[config.mk]
export PLATFORM = sky130hd
export DESIGN_NAME = msl_way_unit
export DESIGN_NICKNAME = d
export VERILOG_FILES = /design/src/hw/rtl/msl_pkg.sv /design/src/hw/rtl/msl_way_unit.sv
export SDC_FILE = /design/constraint.sdc
export NUM_CORES = 1
export LEC_CHECK = 0
export ABC_AREA = 0
export BUFFER_PORTS_ARGS = -buffer_cell sky130_fd_sc_hd__buf_2
export CAP_MARGIN = 40
export CELL_PAD_IN_SITES_DETAIL_PLACEMENT = 0
export CELL_PAD_IN_SITES_GLOBAL_PLACEMENT = 2
export CORE_MARGIN = 10
export CORE_UTILIZATION = 21
export DETAILED_ROUTE_END_ITERATION = 12
export GPL_TIMING_DRIVEN = 0
export PLACE_DENSITY = 0.95
export SLEW_MARGIN = 20
export SYNTH_ARGS = -nofsm -noshare
export SYNTH_HDL_FRONTEND = slang
export SYNTH_SLANG_ARGS = --single-unit
export TNS_END_PERCENT = 10
[constraint.sdc]
create_clock -name vclk -period 18.2
set_input_delay 4.55 -clock vclk [all_inputs]
set_output_delay 4.55 -clock vclk [all_outputs]
set_load 0.005 [all_outputs]
[src/hw/rtl/msl_pkg.sv]
package msl_pkg;

    localparam int NUM_CORES = 8;
    localparam int NUM_WAYS  = 8;
    localparam int NUM_SETS  = 256;
    localparam int ADDR_W    = 32;
    localparam int CORE_W    = 3;
    localparam int WAY_W     = 3;
    localparam int SET_W     = 8;
    localparam int TAG_W     = 30;
    localparam int AGE_W     = 3;
    localparam int FILL_W    = 4;
    localparam int ROW_AW    = CORE_W + SET_W;
    localparam int NUM_ROWS  = NUM_CORES * NUM_SETS;
    localparam int FW_W      = 5;
    localparam int CB_W      = 19;
    localparam logic [CB_W-1:0] CB_MAX = {CB_W{1'b1}};

    typedef enum logic [1:0] {
        MESI_I = 2'd0,
        MESI_S = 2'd1,
        MESI_E = 2'd2,
        MESI_M = 2'd3
    } t_mesi;

    typedef enum logic [1:0] {
        FN_LOAD  = 2'd0,
        FN_STORE = 2'd1,
        FN_FLUSH = 2'd2,
        FN_NONE  = 2'd3
    } t_func;

    typedef enum logic [1:0] {
        CFG_CORES = 2'd0,
        CFG_WAYS  = 2'd1,
        CFG_SETS  = 2'd2,
        CFG_BLOCK = 2'd3
    } t_cfg_idx;

    typedef enum logic [1:0] {
        PM_INV_ALL,
        PM_DOWNGRADE,
        PM_INV_SHARED
    } t_peer_mode;

    typedef enum logic [3:0] {
        S_CLEAR,
        S_IDLE,
        S_RD_LOCAL,
        S_LOCAL,
        S_RD_PEER,
        S_PEER,
        S_WR_LOCAL,
        S_FL_RD,
        S_FL,
        S_OUT
    } t_state;

    // one set of one core: all ways side by side
    typedef struct packed {
        logic  [NUM_WAYS-1:0][TAG_W-1:0] tag;
        t_mesi [NUM_WAYS-1:0]            mesi;
        logic  [NUM_WAYS-1:0][AGE_W-1:0] age;
        logic  [FILL_W-1:0]              fill;
    } t_row;

    typedef struct packed {
        logic              found;
        logic [WAY_W-1:0]  fway;
        logic [WAY_W-1:0]  lru;
        logic [FILL_W-1:0] mcount;
        logic [FILL_W-1:0] fill;
    } t_way_info;

endpackage

[src/hw/rtl/msl_way_unit.sv]
module msl_way_unit (
    input  msl_pkg::t_row                   i_row,
    input  logic [msl_pkg::TAG_W-1:0]       i_tag,
    output msl_pkg::t_way_info              o_info
);

    logic [msl_pkg::FILL_W-1:0] w_fill;

    // clamp the fill count to the number of ways
    assign w_fill = (i_row.fill > msl_pkg::FILL_W'(msl_pkg::NUM_WAYS))
                  ? msl_pkg::FILL_W'(msl_pkg::NUM_WAYS) : i_row.fill;

    always_comb begin
        o_info        = '0;
        o_info.fill   = w_fill;
        // lowest matching way wins
        for (int w = msl_pkg::NUM_WAYS - 1; w >= 0; w--) begin
            if (msl_pkg::FILL_W'(w) < w_fill && i_row.tag[w] == i_tag) begin
                o_info.found = 1'b1;
                o_info.fway  = msl_pkg::WAY_W'(w);
            end
        end
        // oldest way, first one on ties
        for (int w = 1; w < msl_pkg::NUM_WAYS; w++) begin
            if (msl_pkg::FILL_W'(w) < w_fill && i_row.age[w] > i_row.age[o_info.lru]) begin
                o_info.lru = msl_pkg::WAY_W'(w);
            end
        end
        for (int w = 0; w < msl_pkg::NUM_WAYS; w++) begin
            if (msl_pkg::FILL_W'(w) < w_fill && i_row.mesi[w] == msl_pkg::MESI_M) begin
                o_info.mcount = o_info.mcount + 1'b1;
            end
        end
    end

endmodule
==> out/results.tsv, run 1 <==
metric	value	unit
status	complete, no violations	
crit_path_frequent_cell	ha_1	
yosysTopAreaCell	xor2_1	
grt_usage	0.1760	
clkbuf_count	0	
required	13.65	ns
die_area	0.02664	mm^2
synth_top_area_share	0.2562	
drt-total-wl	25320	um
synth.avg_cell_area	7.479	um^2
initial_core_util	0.2129	
gr-total-overflow	0	
drt_iter0_markers	183	
final_cells	1173	
syn_inst	576	
finalWorstSetupSlack	0.5021	ns
nets	1246	
grt_max_degree	11	
num_rows	52	
die_y	163.2	um
leakagePower	2.951	nW
yosysWarnings	0	
crit_slowest_cell	mux2_2	
crit_fanout	8	
cts_hold_buf	0	
core-area	0.02023	mm^2
holdCritPathClass	in2out	
setup_viol	0	
hold_viol_final	0	
synth_area	0.004308	mm^2
drcViolationCount	0	
ys_types	45	
slowest_delay	0.38	ns
syn_nets	918	
port-buffer-count	299	
dpl.hpwl	22920	um
num_vias	5409	
max_freq	0.05650	GHz
dr.pass1.iters	5	
period_share	0.9724	
seq_area	0	um^2
routedWlPerCell	21.58	um
antenna_found_initial	1	
worst-setup-path-type	in2out	
arrival	13.15	ns
drive_above_1_share	0.4002	
peakVddDrop	29.68	uV
grt_pass1_vias	5839	
ys_seq_area_frac	0	
powerDensity	50.06	mW/mm^2
pin_count	329	
relSlewSlack	0.3900	
cap_violations	0	
grt_pass1_wl	35750	um
place_congestion	0.8358	
min_period	17.70	ns
place_ws	-0.8930	ns
dp.cells	1160	
tightest_slew	0.9150	ns
ant_nets	0	
n_sequential_cell	0	
area_growth	51.09	%
netlist_top_cells_area	xor2_1 (26%), xnor2_1 (25%), ha_1 (8.1%), nand4_1 (6.2%), nor4_1 (6.1%)	
end_kind	primary output	
slew_viol_final	0	
start_kind	primary input	
vias_per_cell	4.611	
die_w	163.2	um
==> worst max-delay path, delay by kind of cell <==
kind,cells,cell delay [ns]
compound gates,19,3.61
fa+ha+maj,7,1.83
simple gates,14,1.67
mux,4,1.01
buf+inv,4,0.46
==> per-stage QoR <==
step / total power [W] / hold slack [ns] / utilization / area, um^2 / setup TNS, ns
3_3_place_gp: 0.0002768 / 9.489 / 0.3035 / 6142 / -1.853
3_5_place_dp: 0.0002848 / 9.494 / 0.3119 / 6311 / -2.241
5_1_grt: 0.0003602 / 9.504 / 0.3215 / 6506 / -0.05031
2_1_floorplan: 0.0001859 / 9.217 / - / 4308 / 0
6_report: 0.0003258 / 9.494 / 0.3217 / 6509 / 0
4_1_cts: 0.0002937 / 9.497 / 0.3146 / 6366 / 0
==> routing by layer <==
| layer | track usage | vias to the layer above | routed length, um |
|---|---|---|---|
| met5 | 0 | - | 7 |
| li1 | - | 2672 | - |
| met4 | 0.03361 | 2 | 565 |
| met3 | 0.03700 | 27 | 1838 |
| met1 | 0.1972 | 2466 | 9917 |
| met2 | 0.3330 | 242 | 12990 |
==> placed cells by master, fill, tap and decap left out, drive strengths merged, types with 5 or more instances in the layout <==
cell    synthesis  final
or3             5      5
nand4          43     43
nor4           42     42
clkbuf         29     29
ha             28     28
xnor2         124    124
a21o            5      5
mux2            7      7
nand2          26     26
inv            15     15
nor2b           9      9
nor2           20     20
o21ai          16     16
mux2i           5      5
nand3          10     10
xor2          128    128
o21a           10     10
buf             4    330
a21oi          16     16
==> final timing paths <==
kind	endpoint	slack [ns]	depth (start not counted)	from
worst min-delay path	o_info[0]	9.49	3	i_row[0]
worst max-delay path	o_info[9]	0.50	48	i_row[5]
==> logic make-up (layout without fill, tap and decap cells) <==
group                    Yosys count  count (layout)  synth area share
other                              0               1                 0
adder cells (fa/ha/maj)           28              28           0.08133
buffers and inverters             48             374           0.04211
AND/OR/NAND/NOR                  166             166            0.2132
XOR/XNOR                         253             253            0.5283
multiplexers                      12              12           0.02992
AO/OA/AOI/OAI                     69              69            0.1051
==> area by class of cell <==
type	instances	area [um^2]
Fill cell	2253	13730
Buffer	33	132.6
Multi-Input combinational cell	528	4223
Antenna cell	1	2.502
Timing Repair Buffer	326	1757
Tap cell	270	337.8
Inverter	15	56.30
==> synthesized netlist by cell type, drive strengths merged <==
master,instances
buf,4
o211ai,4
or3,5
mux2i,5
a311oi,1
o311ai,1
a211oi,2
clkbuf,29
nor3,3
o221ai,2
xnor3,1
a31oi,4
o211a,3
nand3,10
nor2b,9
or2,2
a31o,2
o22ai,1
a21oi,16
and3,3
inv,15
xnor2,124
nor4,42
nand2b,2
o21a,10
o21ai,16
xor2,128
a22oi,1
nand4,43
o41ai,1
nor2,20
mux2,7
or4,1
nand2,26
a21o,5
ha,28
==> where the power goes <==
part | internal (W) | switching, W | total [W]
sequential | 0 | 0 | 0
combinational | 0.000158 | 0.000167 | 0.000326
clock | 0.00000000000735 | 0 | 0.00000000000735
==> repair_timing <==
action / in CTS / in global routing
pin swaps: 2 / 5
resized for setup: 6 / 21
endpoints found under the setup margin: 3 / 3
buffers inserted: 4 / 6
cloned: 0 / 0
(Power assumes the default switching activity.)
==> run 2, diff against run 1 <==
- CELL_PAD_IN_SITES_DETAIL_PLACEMENT: 0 -> 2
==> out/results.tsv, run 2 (synthesis results as in run 1) <==
metric	value	unit
status	finished with violations	
violations	negative setup slack	
slew_viol_final	0	
relSlewSlack	0.4296	
antenna_found_initial	5	
die_w	163.2	um
drt-total-wl	31710	um
p_total	0.0003810	W
required	13.65	ns
num_vias	5892	
setup_viol	1	
final_cell_mix	buf_2 (301), xor2_1 (126), xnor2_1 (123)	
n_sequential_cell	0	
routedWlPerCell	26.74	um
finalWorstSetupSlack	-0.07749	ns
worst-setup-path-type	in2out	
slowest_delay	0.33	ns
seq_area	0	um^2
ant_nets	0	
wl_met3	2268	um
powerDensity	57.67	mW/mm^2
grt_usage	0.2102	
drive_above_1_share	0.4110	
cap_violations	0	
min_period	18.28	ns
die_y	163.2	um
num_rows	52	
dpl.hpwl	27030	um
dr.max_layer_used	met5	
end_kind	primary output	
port-buffer-count	299	
pin_count	329	
grt_max_degree	11	
die_area	0.02664	mm^2
holdCritPathClass	in2out	
crit_slowest_cell	or3_1	
num-fill-cells	2412	
crit_fanout	8	
max_freq	0.05471	GHz
vias_per_cell	4.968	
leakagePower	2.992	nW
nets	1254	
cts_hold_buf	0	
met2_length	17280	um
layout_commonest_cell	buf_2	
initial_core_util	0.2129	
core-area	0.02023	mm^2
gr-total-overflow	0	
period_share	1.004	
crit_path_frequent_cell	ha_1	
clkbuf_count	0	
arrival	13.73	ns
dr.pass1.iters	4	
place_ws	-1.189	ns
drcViolationCount	0	
start_kind	primary input	
internal_power	0.0001738	W
tightest_slew	0.8556	ns
area_growth	53.35	%
swShare	0.5439	
p_seq_frac	0	
drt_iter0_markers	218	
hold_viol_final	0	
combPwrFrac	1.000	
p_sw	0.0002072	W
p_clk_frac	0	
grt_pass1_vias	6720	
place_congestion	0.8358	
m1WireLength	11060	um
peakVddDrop	26.06	uV
grt_pass1_wl	42480	um
==> run 2: changes by cell type in the layout (fill, tap and decap cells not counted), sizes merged <==
cell | before | now
buf | 330 | 339
diode | 1 | 6
clkbuf | 29 | 28
==> run 2: final timing paths <==
check	start	end	cells after the start
worst max-delay path	i_row[5]	o_info[9]	50
worst min-delay path	i_row[1]	o_info[1]	3
==> run 2: layout make-up <==
cell class / instances / area, um^2 / share of cell area
multi-input cells: 528 / 4244 / 0.6424
repair buffers: 334 / 1821 / 0.2756
well taps: 270 / 337.8 / 0.05114
plain buffers: 33 / 132.6 / 0.02008
inverters: 15 / 56.30 / 0.008523
diodes: 6 / 15.01 / 0.002273
==> run 2: critical path: cells and delay by family <==
| family | cells | cell delay, ns |
|---|---|---|
| AOI/OAI and AO/OA | 20 | 3.94 |
| muxes | 3 | 0.70 |
| adders and majority gates | 7 | 1.81 |
| and+or+nand+nor | 15 | 2.05 |
| buffers and inverters | 5 | 0.62 |
==> run 2: power groups by stage <==
stage | sequential, W | clock (W) | combinational (W)
global placement | 0 | 0 | 0.000277
detailed placement | 0 | 0 | 0.000296
CTS | 0 | 0 | 0.000312
floorplan | 0 | 0 | 0.000186
global route | 0 | 0.0000000000295 | 0.000408
finish | 0 | 0.0000000000442 | 0.000381
==> run 2: through the flow <==
step           hold WS [ns]    util  area, um^2  cells  setup TNS, ns
2_1_floorplan         9.217       -        4308    576              0
3_3_place_gp          9.489  0.3035        6142   1145         -1.853
3_5_place_dp          9.492  0.3119        6311   1160         -3.102
4_1_cts               9.493  0.3162        6397   1166              0
5_1_grt               9.510  0.3262        6601   1184        -0.6329
6_report              9.492  0.3265        6606   1186       -0.07749
==> run 2: routing by layer <==
metal,vias to the layer above,track usage
met2,289,0.4099
met1,2844,0.2154
met3,56,0.04933
met4,2,0.06025
met5,-,0
li1,2701,-
==> run 2: timing repair <==
item                                    CTS  global route
endpoints found under the setup margin    3             3
gates cloned                              0             1
pin swaps                                 2             9
buffers inserted                          6            11
resized for setup                        12            19
==> run 3, diff against run 2 <==
- PLACE_DENSITY: 0.95 -> 0.9
- RECOVER_POWER: unset -> 25
==> out/results.tsv, run 3 (synthesis results as in run 1) <==
metric	value	unit
status	complete, no violations	
worst-setup-path-type	in2out	
initial_core_util	0.2129	
nets	1259	
gr-total-overflow	0	
tightest_slew	0.8598	ns
grt_pass1_vias	6661	
pin_count	329	
cp_num_buf_inv	4	
die_y	163.2	um
num_rows	52	
port-buffer-count	299	
holdCritPathClass	in2out	
min_period	18.16	ns
crit_slowest_cell	mux2_2	
min_path_cells	3	
post-route-cell-area	0.006678	mm^2
final_cell_mix	buf_2 (297), xor2_1 (126), xnor2_1 (123)	
slew_viol_final	0	
grt_max_degree	11	
min_from	i_row[1]	
num-fill-cells	2463	
drt-total-wl	31120	um
fin_util	0.3300	
leakagePower	3.013	nW
antenna_found_initial	8	
peakVddDrop	27.48	uV
vias_per_cell	4.930	
layout_commonest_cell	buf_2	
num_vias	5867	
cts_hold_buf	0	
end_kind	primary output	
start_kind	primary input	
crit_cells	49	
powerDensity	57.39	mW/mm^2
die_w	163.2	um
routedWlPerCell	26.15	um
die_area	0.02664	mm^2
dr.pass1.iters	4	
core-area	0.02023	mm^2
critPathLaunch	i_row[5]	
arrival	13.61	ns
multi_input_area	0.004278	mm^2
ant_nets	0	
drive_above_1_share	0.4142	
whs	9.506	ns
crit_fanout	8	
n_sequential_cell	0	
seq_area	0	um^2
max_freq	0.05508	GHz
drcViolationCount	0	
place_congestion	0.8519	
cap_violations	0	
crit_family	compound AO/OA/AOI/OAI gates	
grt_pass1_wl	42080	um
area_growth	55.01	%
relSlewSlack	0.4268	
clkbuf_count	0	
slowest_delay	0.39	ns
dpl.hpwl	26680	um
required	13.65	ns
hold_viol_final	0	
period_share	0.9976	
grt_usage	0.2088	
setup_viol	0	
drt_iter0_markers	202	
postPlaceCellArea	0.006292	mm^2
[run 3: changes by cell type in the layout (fill, tap and decap cells not counted), sizes merged]
| cell | delta |
|---|---|
| buf | +1 |
| clkbuf | +3 |
| clkdlybuf4s15 | +1 |
| diode | -1 |
[run 3: layout make-up]
type / count / share of cell area
timing repair buffer: 339 / 0.2788
buffer: 33 / 0.01967
inverter: 15 / 0.008432
antenna: 5 / 0.001874
multi-input combinational: 528 / 0.6406
tap: 270 / 0.05059
[run 3: worst paths after layout]
kind,end
hold / removal,o_info[1]
setup / recovery,o_info[9]
[run 3: metal layers]
layer  GRT usage  wire (um)
met4     0.05820        853
met1      0.2103      10890
met5           0         34
met2      0.4064      17180
met3     0.05764       2169
[run 3: power breakdown]
part	internal [W]	leakage (nW)	switching [W]
clock network	0.0000000000368	0.0000317	0
logic	0.000181	3.01	0.000202
registers	0	0	0
total	0.000181	3.01	0.000202
[run 3: through the flow]
step	setup slack [ns]	TNS (ns)	instances	total power [W]
final	0.04415	0	1190	0.0003832
after global routing	-0.3212	-0.6916	1188	0.0004144
after CTS	0.05593	0	1162	0.0003107
after detailed placement	-1.106	-2.914	1158	0.0002962
after global placement	-0.7998	-1.925	1145	0.0002784
after floorplan	0.7530	0	576	0.0001859
[run 3: repair_timing]
item                       CTS  global route
gates cloned                 0             0
resized for setup           11            23
setup endpoints to repair    3             3
buffers inserted             4            19
pin swaps                    2            15
